`src/rtl/core/igs_pkg.sv`:
```
// Shared types and constants for the integer Gaussian sample generator.
`timescale 1ns / 1ps
package igs_pkg;

    localparam int U_W   = 15;
    localparam int W_W   = 30;
    localparam int K_W   = 6;
    localparam int P_W   = 31;
    localparam int R_W   = 16;
    localparam int LOG_REF = 20;
    localparam int FRAC_SHIFT = 15;

    localparam logic [P_W-1:0] P_MAX = {P_W{1'b1}};

    // Register indexes
    localparam logic REG_MEAN  = 1'b0;
    localparam logic REG_SIGMA = 1'b1;

    typedef struct packed {
        logic signed [U_W-1:0] u1;
        logic [W_W-1:0]        w;
        logic [K_W-1:0]        k;
    } t_job;

    // w >= 100*10^d means at least d+1 digits are stripped
    localparam logic [W_W-1:0] DIGIT_LIM [0:6] = '{
        30'd100, 30'd1000, 30'd10000, 30'd100000,
        30'd1000000, 30'd10000000, 30'd100000000
    };

    // floor(23*d/10)
    localparam logic [4:0] DIGIT_LN [0:7] = '{
        5'd0, 5'd2, 5'd4, 5'd6, 5'd9, 5'd11, 5'd13, 5'd16
    };

    // floor(ln_table[n]/100) steps up at n = 2, 7, 19, 54; scaled by 10^d
    localparam logic [W_W-1:0] LN_STEP [0:7][0:3] = '{
        '{30'd2,         30'd7,         30'd19,         30'd54},
        '{30'd20,        30'd70,        30'd190,        30'd540},
        '{30'd200,       30'd700,       30'd1900,       30'd5400},
        '{30'd2000,      30'd7000,      30'd19000,      30'd54000},
        '{30'd20000,     30'd70000,     30'd190000,     30'd540000},
        '{30'd200000,    30'd700000,    30'd1900000,    30'd5400000},
        '{30'd2000000,   30'd7000000,   30'd19000000,   30'd54000000},
        '{30'd20000000,  30'd70000000,  30'd190000000,  30'd540000000}
    };

endpackage

```
`src/rtl/core/igs_front.sv`:
```
// Front end: centers draws, forms the squared radius, rejects and grades the log.
`timescale 1ns / 1ps
module igs_front (
    input  logic          i_clk,
    input  logic          i_rst_n,
    input  logic          i_valid,
    output logic          o_ready,
    input  logic [15:0]   i_rand_a,
    input  logic [15:0]   i_rand_b,
    output logic          o_push,
    output igs_pkg::t_job o_job,
    input  logic          i_full
);
    import igs_pkg::*;

    logic                  r_a_valid;
    logic signed [U_W-1:0] r_a_u1;
    logic signed [U_W-1:0] r_a_u2;
    logic                  r_b_valid;
    logic signed [U_W-1:0] r_b_u1;
    logic [W_W-1:0]        r_b_w;

    logic                  reject;
    logic                  b_free;
    logic                  a_free;
    logic [2:0]            digits;
    logic [2:0]            lead;
    logic [4:0]            lnw;
    logic [2*U_W-1:0]      sq1;
    logic [2*U_W-1:0]      sq2;
    logic [W_W-1:0]        n_w;

    assign reject = (r_b_w == '0) || r_b_w[W_W-1];
    assign b_free = !r_b_valid || reject || !i_full;
    assign a_free = !r_a_valid || b_free;
    assign o_ready = a_free;

    assign sq1 = 30'(r_a_u1 * r_a_u1);
    assign sq2 = 30'(r_a_u2 * r_a_u2);
    assign n_w = sq1 + sq2;

    always_comb begin
        digits = '0;
        for (int i = 0; i < 7; i++) begin
            if (r_b_w >= DIGIT_LIM[i]) begin
                digits = digits + 3'd1;
            end
        end
        lead = '0;
        for (int j = 0; j < 4; j++) begin
            if (r_b_w >= LN_STEP[digits][j]) begin
                lead = lead + 3'd1;
            end
        end
        lnw = 5'(lead) + DIGIT_LN[digits];
    end

    assign o_push   = r_b_valid && !reject && !i_full;
    assign o_job.u1 = r_b_u1;
    assign o_job.w  = r_b_w;
    assign o_job.k  = K_W'((LOG_REF - 32'(lnw)) * 2);

    always_ff @(posedge i_clk) begin
        if (!i_rst_n) begin
            r_a_valid <= 1'b0;
            r_b_valid <= 1'b0;
        end else begin
            if (a_free) begin
                r_a_valid <= i_valid;
            end
            if (b_free) begin
                r_b_valid <= r_a_valid;
            end
        end
    end

    always_ff @(posedge i_clk) begin
        if (a_free) begin
            r_a_u1 <= {~i_rand_a[14], i_rand_a[13:0]};
            r_a_u2 <= {~i_rand_b[14], i_rand_b[13:0]};
        end
        if (b_free) begin
            r_b_u1 <= r_a_u1;
            r_b_w  <= n_w;
        end
    end

endmodule

```
`src/rtl/core/igs_fifo.sv`:
```
// Two-entry queue of graded jobs between front and back.
`timescale 1ns / 1ps
module igs_fifo (
    input  logic          i_clk,
    input  logic          i_rst_n,
    input  logic          i_push,
    input  igs_pkg::t_job i_job,
    input  logic          i_pop,
    output igs_pkg::t_job o_job,
    output logic          o_full,
    output logic          o_empty
);
    import igs_pkg::*;

    t_job       r_mem [0:1];
    logic       r_wptr;
    logic       r_rptr;
    logic [1:0] r_count;

    assign o_full  = (r_count == 2'd2);
    assign o_empty = (r_count == 2'd0);
    assign o_job   = r_mem[r_rptr];

    always_ff @(posedge i_clk) begin
        if (!i_rst_n) begin
            r_wptr  <= 1'b0;
            r_rptr  <= 1'b0;
            r_count <= '0;
        end else begin
            if (i_push) begin
                r_wptr <= ~r_wptr;
            end
            if (i_pop) begin
                r_rptr <= ~r_rptr;
            end
            r_count <= r_count + 2'(i_push) - 2'(i_pop);
        end
    end

    always_ff @(posedge i_clk) begin
        if (i_push) begin
            r_mem[r_wptr] <= i_job;
        end
    end

endmodule

```
`src/rtl/core/igs_back.sv`:
```
// Back end: divider, root, scaling multiplies and output register.
`timescale 1ns / 1ps
module igs_back (
    input  logic               i_clk,
    input  logic               i_rst_n,
    input  logic               i_empty,
    input  igs_pkg::t_job      i_job,
    output logic               o_pop,
    input  logic signed [31:0] i_mean,
    input  logic [15:0]        i_sigma,
    output logic               o_valid,
    input  logic               i_ready,
    output logic signed [31:0] o_sample
);
    import igs_pkg::*;

    localparam logic [2:0] S_IDLE  = 3'd0;
    localparam logic [2:0] S_DIV   = 3'd1;
    localparam logic [2:0] S_SCALE = 3'd2;
    localparam logic [2:0] S_ROOT  = 3'd3;
    localparam logic [2:0] S_MUL1  = 3'd4;
    localparam logic [2:0] S_MUL2  = 3'd5;
    localparam logic [2:0] S_SUM   = 3'd6;

    logic [2:0]            r_state;
    logic [4:0]            r_cnt;
    logic signed [U_W-1:0] r_u1;
    logic [W_W-1:0]        r_w;
    logic [K_W-1:0]        r_k;
    logic [W_W:0]          r_rem;
    logic [W_W:0]          r_quo;
    logic [P_W-1:0]        r_x;
    logic [31:0]           r_res;
    logic [P_W-1:0]        r_bit;
    logic [31:0]           r_m1;
    logic signed [47:0]    r_m2;
    logic                  r_valid;
    logic signed [31:0]    r_sample;

    logic [W_W:0]          rem_sh;
    logic                  q_bit;
    logic [K_W+W_W:0]      p_full;
    logic [31:0]           trial;
    logic signed [47:0]    m2;
    logic signed [47:0]    m2_adj;
    logic signed [32:0]    q;
    logic signed [33:0]    sum;
    logic signed [31:0]    sat;
    logic                  out_free;

    assign out_free = !r_valid || i_ready;
    assign o_pop    = (r_state == S_IDLE) && !i_empty;
    assign o_valid  = r_valid;
    assign o_sample = r_sample;

    assign rem_sh = {r_rem[W_W-1:0], (r_cnt == 5'd30)};
    assign q_bit  = (rem_sh >= {1'b0, r_w});
    assign p_full = r_k * r_quo;
    assign trial  = r_res + 32'(r_bit);
    assign m2     = $signed({1'b0, r_m1}) * r_u1;
    assign m2_adj = r_m2 + (r_m2[47] ? 48'sd32767 : 48'sd0);
    assign q      = m2_adj[47:FRAC_SHIFT];
    assign sum    = 34'(i_mean) + 34'(q);

    always_comb begin
        if (!sum[33] && (sum[32:31] != 2'b00)) begin
            sat = 32'sh7fffffff;
        end else if (sum[33] && (sum[32:31] != 2'b11)) begin
            sat = 32'sh80000000;
        end else begin
            sat = sum[31:0];
        end
    end

    always_ff @(posedge i_clk) begin
        if (!i_rst_n) begin
            r_state <= S_IDLE;
            r_valid <= 1'b0;
        end else begin
            if ((r_state == S_SUM) && out_free) begin
                r_valid <= 1'b1;
            end else if (i_ready) begin
                r_valid <= 1'b0;
            end
            unique case (r_state)
                S_IDLE: begin
                    if (!i_empty) begin
                        r_state <= S_DIV;
                    end
                end
                S_DIV: begin
                    if (r_cnt == '0) begin
                        r_state <= S_SCALE;
                    end
                end
                S_SCALE: r_state <= S_ROOT;
                S_ROOT: begin
                    if (r_cnt == '0) begin
                        r_state <= S_MUL1;
                    end
                end
                S_MUL1: r_state <= S_MUL2;
                S_MUL2: r_state <= S_SUM;
                S_SUM: begin
                    if (out_free) begin
                        r_state <= S_IDLE;
                    end
                end
                default: r_state <= S_IDLE;
            endcase
        end
    end

    always_ff @(posedge i_clk) begin
        case (r_state)
            S_IDLE: begin
                r_u1  <= i_job.u1;
                r_w   <= i_job.w;
                r_k   <= i_job.k;
                r_rem <= '0;
                r_quo <= '0;
                r_cnt <= 5'd30;
            end
            S_DIV: begin
                r_rem <= q_bit ? (rem_sh - {1'b0, r_w}) : rem_sh;
                r_quo <= {r_quo[W_W-1:0], q_bit};
                r_cnt <= r_cnt - 5'd1;
            end
            S_SCALE: begin
                r_x   <= (p_full > (K_W+W_W+1)'(P_MAX)) ? P_MAX : p_full[P_W-1:0];
                r_res <= '0;
                r_bit <= {1'b1, {(P_W-1){1'b0}}};
                r_cnt <= 5'd15;
            end
            S_ROOT: begin
                if ({1'b0, r_x} >= trial) begin
                    r_x   <= r_x - trial[P_W-1:0];
                    r_res <= (r_res >> 1) + 32'(r_bit);
                end else begin
                    r_res <= r_res >> 1;
                end
                r_bit <= r_bit >> 2;
                r_cnt <= r_cnt - 5'd1;
            end
            S_MUL1: r_m1 <= i_sigma * r_res[R_W-1:0];
            S_MUL2: r_m2 <= m2;
            S_SUM: begin
                if (out_free) begin
                    r_sample <= sat;
                end
            end
            default: ;
        endcase
    end

endmodule

```
`src/rtl/core/integer_gaussian_sample_generator.sv`:
```
// Integer Gaussian sample generator: register file, front, queue and back.
// The back end takes a new accepted pair only when idle; its pace is set by the 31-step divider
//   and 16-step root; rejected pairs are dropped in the front end and never queued.
// Reset: synchronous active low; clears valids, queue, sequencer, mean and sigma.
`timescale 1ns / 1ps
module integer_gaussian_sample_generator (
    input  logic               i_clk,
    input  logic               i_rst_n,
    input  logic               i_valid,
    output logic               o_ready,
    input  logic [15:0]        i_rand_a,
    input  logic [15:0]        i_rand_b,
    output logic               o_valid,
    input  logic               i_ready,
    output logic signed [31:0] o_sample,
    input  logic               psel,
    input  logic               penable,
    input  logic               pwrite,
    input  logic [2:0]         paddr,
    input  logic [31:0]        pwdata,
    output logic [31:0]        prdata,
    output logic               pready
);
    import igs_pkg::*;

    logic signed [31:0] r_mean;
    logic [15:0]        r_sigma;
    logic               wr_en;
    logic               push;
    logic               pop;
    logic               full;
    logic               empty;
    t_job               front_job;
    t_job               queue_job;

    assign pready = 1'b1;
    assign wr_en  = psel && penable && pwrite && pready;
    assign prdata = (paddr[2] == REG_SIGMA) ? {16'b0, r_sigma} : r_mean;

    always_ff @(posedge i_clk) begin
        if (!i_rst_n) begin
            r_mean  <= '0;
            r_sigma <= '0;
        end else if (wr_en) begin
            unique case (paddr[2])
                REG_MEAN:  r_mean  <= pwdata;
                REG_SIGMA: r_sigma <= pwdata[15:0];
                default: ;
            endcase
        end
    end

    igs_front u_front (
        .i_clk    (i_clk),
        .i_rst_n  (i_rst_n),
        .i_valid  (i_valid),
        .o_ready  (o_ready),
        .i_rand_a (i_rand_a),
        .i_rand_b (i_rand_b),
        .o_push   (push),
        .o_job    (front_job),
        .i_full   (full)
    );

    igs_fifo u_fifo (
        .i_clk   (i_clk),
        .i_rst_n (i_rst_n),
        .i_push  (push),
        .i_job   (front_job),
        .i_pop   (pop),
        .o_job   (queue_job),
        .o_full  (full),
        .o_empty (empty)
    );

    igs_back u_back (
        .i_clk    (i_clk),
        .i_rst_n  (i_rst_n),
        .i_empty  (empty),
        .i_job    (queue_job),
        .o_pop    (pop),
        .i_mean   (r_mean),
        .i_sigma  (r_sigma),
        .o_valid  (o_valid),
        .i_ready  (i_ready),
        .o_sample (o_sample)
    );

    a_no_overflow: assert property (@(posedge i_clk) disable iff (!i_rst_n)
        !(push && full)) else $error("queue push while full");

    a_no_underflow: assert property (@(posedge i_clk) disable iff (!i_rst_n)
        !(pop && empty)) else $error("queue pop while empty");

    a_job_nonzero: assert property (@(posedge i_clk) disable iff (!i_rst_n)
        push |-> (front_job.w != '0) && !front_job.w[W_W-1])
        else $error("rejected radius entered queue");

endmodule
```
`config.mk`:
```
export PLATFORM = sky130hd
export DESIGN_NAME = integer_gaussian_sample_generator
export DESIGN_NICKNAME = d
export VERILOG_FILES = /design/src/rtl/core/igs_pkg.sv /design/src/rtl/core/igs_front.sv /design/src/rtl/core/igs_fifo.sv /design/src/rtl/core/igs_back.sv /design/src/rtl/core/integer_gaussian_sample_generator.sv
export SDC_FILE = /design/constraint.sdc
export NUM_CORES = 2
export LEC_CHECK = 0
export BUFFER_PORTS_ARGS = -buffer_cell sky130_fd_sc_hd__buf_2
export CAP_MARGIN = 30
export CORE_MARGIN = 5
export CORE_UTILIZATION = 67
export CTS_BUF_LIST = sky130_fd_sc_hd__clkbuf_4 sky130_fd_sc_hd__clkbuf_8
export DETAILED_ROUTE_END_ITERATION = 12
export PLACE_DENSITY = 0.81
export RECOVER_POWER = 100
export SLEW_MARGIN = 20
export SYNTH_ARGS = -nofsm -noshare
export SYNTH_HDL_FRONTEND = slang
export SYNTH_SLANG_ARGS = --single-unit
```
`constraint.sdc`:
```
create_clock -name i_clk -period 12.8 [get_ports i_clk]
set_input_delay 3.84 -clock i_clk [delete_from_list [all_inputs] [get_ports i_clk]]
set_output_delay 3.84 -clock i_clk [all_outputs]
set_load 0.005 [all_outputs]
```
==> flow_metrics.env <==
export IMPL_ant_nets=0
export IMPL_yosysWarnings=0
export IMPL_yosys_register_bits=540
export IMPL_tns_ps=0
export IMPL_finalSetupViolCount=0
export IMPL_synth_simple_gate_area_share_pct=14.1
export IMPL_synth_async_reset_ratio_pct=0
export IMPL_dieWidth_um=341
export IMPL_grt_max_degree=62
export IMPL_remaining_drc_errors=0
export IMPL_clock_path_buffers=3
export IMPL_post_route_cells_drive_above_1_share_pct=5.51
export IMPL_dp_hpwl_mm=134
export IMPL_slew_viol_final=765
export IMPL_endpoint_kind="register"
export IMPL_die_h_um=341
export IMPL_synth_edf_count=482
export IMPL_finClkSkew_ps=40.1
export IMPL_status="finished with violations"
export IMPL_holdBufCountCts=0
export IMPL_drt_initial_drc_count=3797
export IMPL_syn_to_final_growth_pct=5.23
export IMPL_cts_clk_slew_worst_paths_ps=60
export IMPL_track_usage_pct=30.2
export IMPL_die_area_um2=116000
export IMPL_initial_core_util_pct=67.5
export IMPL_cp_arrival_ps=11710
export IMPL_synth_nets=9336
export IMPL_r2r_setup_slack_ps=1580
export IMPL_r2r_end="u_fifo.r_mem[1][3]"
export IMPL_yosysSeqAreaShare_pct=21.3
export IMPL_grt_overflow=0
export IMPL_rsz0062_at_grt="no"
export IMPL_path_common_cell="ha_1"
export IMPL_synth_compound_area_share_pct=8.55
export IMPL_whs_path_depth=0
export IMPL_crit_family="adder cells"
export IMPL_numCtsBuffers=93
export IMPL_max_cap_violations=18
export IMPL_syn_inst=7421
export IMPL_critical_path_class="reg -> reg"
export IMPL_row_count=121
export IMPL_cp_required_ps=13290
export IMPL_wl_mm=172
export IMPL_avgSynthCellArea_um2=9.90
export IMPL_fin_crit_ps=11220
export IMPL_synth_area_um2=73500
export IMPL_violations="max-capacitance violations, max-slew violations"
export IMPL_synth_top_family_by_area="adder cells"
export IMPL_tightest_slew_ps=3480
export IMPL_hold_violations=0
export IMPL_place_gp_congestion=0.969
export IMPL_crit_buf_inv=6
export IMPL_min_from="u_front.r_b_u1[14]"
export IMPL_wl_per_cell_um=19.2
export IMPL_synth_ff_type="edfxtp_1"
export IMPL_path_max_fanout=16
export IMPL_io_buffers=135
export IMPL_via_count=52900
export IMPL_num_fill_cells=7805
export IMPL_hold_class="reg -> reg"
export IMPL_crit_path_max_incr_delay_ps=690
export IMPL_synth_distinct_cells=88
export IMPL_fin_crit_sh_pct=87.7
export IMPL_multi_input_area_um2=52100
export IMPL_h_tree_depth=3
export IMPL_first_pass_iters=6
export IMPL_max_slew_margin_pct=-132
export IMPL_ios=141
export IMPL_r2r_cells=42
export IMPL_synth_mux_area_share_pct=1.50
export IMPL_crit_start="u_front.r_b_w[23]"
export IMPL_grt_pass1_vias=56200
export IMPL_register_area_um2=15600
export IMPL_synth_adder_area_share_pct=42.9
export IMPL_cts_root_buffer="clkbuf_8"
export IMPL_grt_pass1_wl_mm=285
export IMPL_fmax_mhz=89.1
export IMPL_cts_resized_gates=0
export IMPL_core_um2=109000
export IMPL_synth_xor_area_share_pct=3.83
export IMPL_holdPathEnd="u_fifo.r_mem[0][49]"
export IMPL_avgViaCountPerCell=5.91
export IMPL_clk_latency_ps=770
export IMPL_worstSetupStartpointType="register"
export IMPL_antenna_found_initial=2
export IMPL_postCtsSetupBuffers=0
export IMPL_nets=9367
export IMPL_cp_slowest_cell="mux2i_1"
export IMPL_tritoncts="done"
export IMPL_worstReg2RegStart="u_front.r_b_w[23]"
export IMPL_cts_sinks=540
how the worst max path moves through the flow:
stage	slack (ps)	depth (start not counted)	end
2_1_floorplan	3760	41	u_fifo.r_mem[0][3]
3_3_place_gp	2420	41	u_fifo.r_mem[0][3]
3_5_place_dp	2280	41	u_fifo.r_mem[1][3]
4_1_cts	2200	41	u_fifo.r_mem[0][3]
5_1_grt	1000	43	u_fifo.r_mem[0][4]
6_report	1580	42	u_fifo.r_mem[1][3]
area by class of cell:
| type | instances | share of cell area (%) |
|---|---|---|
| clock inverters | 56 | 0.638 |
| clock buffers | 115 | 1.89 |
| multi-input cells | 5361 | 67.4 |
| diodes | 2 | 0.00648 |
| inverters | 1256 | 6.10 |
| repair buffers | 200 | 1.42 |
| flip-flops and latches | 540 | 20.2 |
| well taps | 1414 | 2.29 |
per-layer routing:
layer  track usage [%]  vias to the layer above  part of all wire (%)
met5                 0                        -                 0.060
met2              51.4                     2006                    48
met3              4.35                      471                   7.0
met4              11.4                        3                   4.2
li1                  -                    24000                     -
met1              39.6                    26400                    40
layout by cell type (no fill, tap or decap), drive strengths merged, types with 187 or more instances in the layout:
cell,instances
inv,1261
xnor2,208
edfxtp,482
a21oi,254
and2,468
clkbuf,187
nand2,959
ha,714
nor2,224
fa,1127
state kept, by name, indices dropped and copies added (netlist names), 2 cells and up:
name and flops:
u_fifo.r_mem 100, u_back.r_m2 48, r_mean 32, u_back.o_sample 32, u_back.r_m1 32, u_back.r_res 32
u_back.r_quo 31, u_back.r_x 31, u_back.r_rem 30, u_back.r_w 30, u_front.r_b_w 30, r_sigma 16
u_back.r_bit 16, u_back.r_u1 15, u_front.r_a_u1 15, u_front.r_a_u2 15, u_front.r_b_u1 15, u_back.r_cnt 5
u_back.r_k 5, u_back.r_state 3, u_fifo.r_count 2
cell usage after synthesis, types with 79 or more instances:
library cell | count | area [µm²]
a21oi_1 | 254 | 1270
a21o_1 | 119 | 893
o21ai_0 | 173 | 866
nor2b_1 | 93 | 582
clkbuf_1 | 247 | 927
nor2_1 | 223 | 837
and2_1 | 468 | 2930
nand2b_1 | 79 | 494
nand2_1 | 957 | 3590
ha_1 | 714 | 8930
xor2_1 | 111 | 972
fa_1 | 1127 | 22600
edfxtp_1 | 482 | 14500
xnor2_1 | 205 | 1800
inv_1 | 1256 | 4710
per-stage QoR:
step                      worst slack [ps]  cells  instance area, µm²  util, %  hold slack (ps)
after detailed placement              2280   8761               75400     69.2              429
after global routing                  1000   8944               77300     71.0              450
after floorplan                       3760   7421               73500        -              421
after global placement                2420   8759               75300     69.2              423
final                                 1580   8944               77300     71.0              438
after CTS                             2200   8932               77300     71.0              424
worst reg2reg max path: cells and delay by family, from the launching register on:
kind	cells	cell delay, ps
AND/OR/NAND/NOR	6	1790
multiplexers	2	950
flip-flops	1	350
XOR/XNOR	4	1030
adder cells (fa/ha/maj)	12	3610
AO/OA/AOI/OAI	12	2240
buffers and inverters	6	970
cells by family (layout without fill, tap and decap cells):
group / Yosys count / after routing
AO/OA/AOI/OAI: 960 / 960
XOR/XNOR: 319 / 319
adder cells (fa/ha/maj): 1841 / 1841
buffers and inverters: 1520 / 1627
flip-flops: 540 / 540
multiplexers: 101 / 101
other: 1 / 3
AND/OR/NAND/NOR: 2139 / 2139
Power is left out: the tool's default activity adds up to more than one toggle a clock period on the data nets, which glitch-free logic cannot reach.
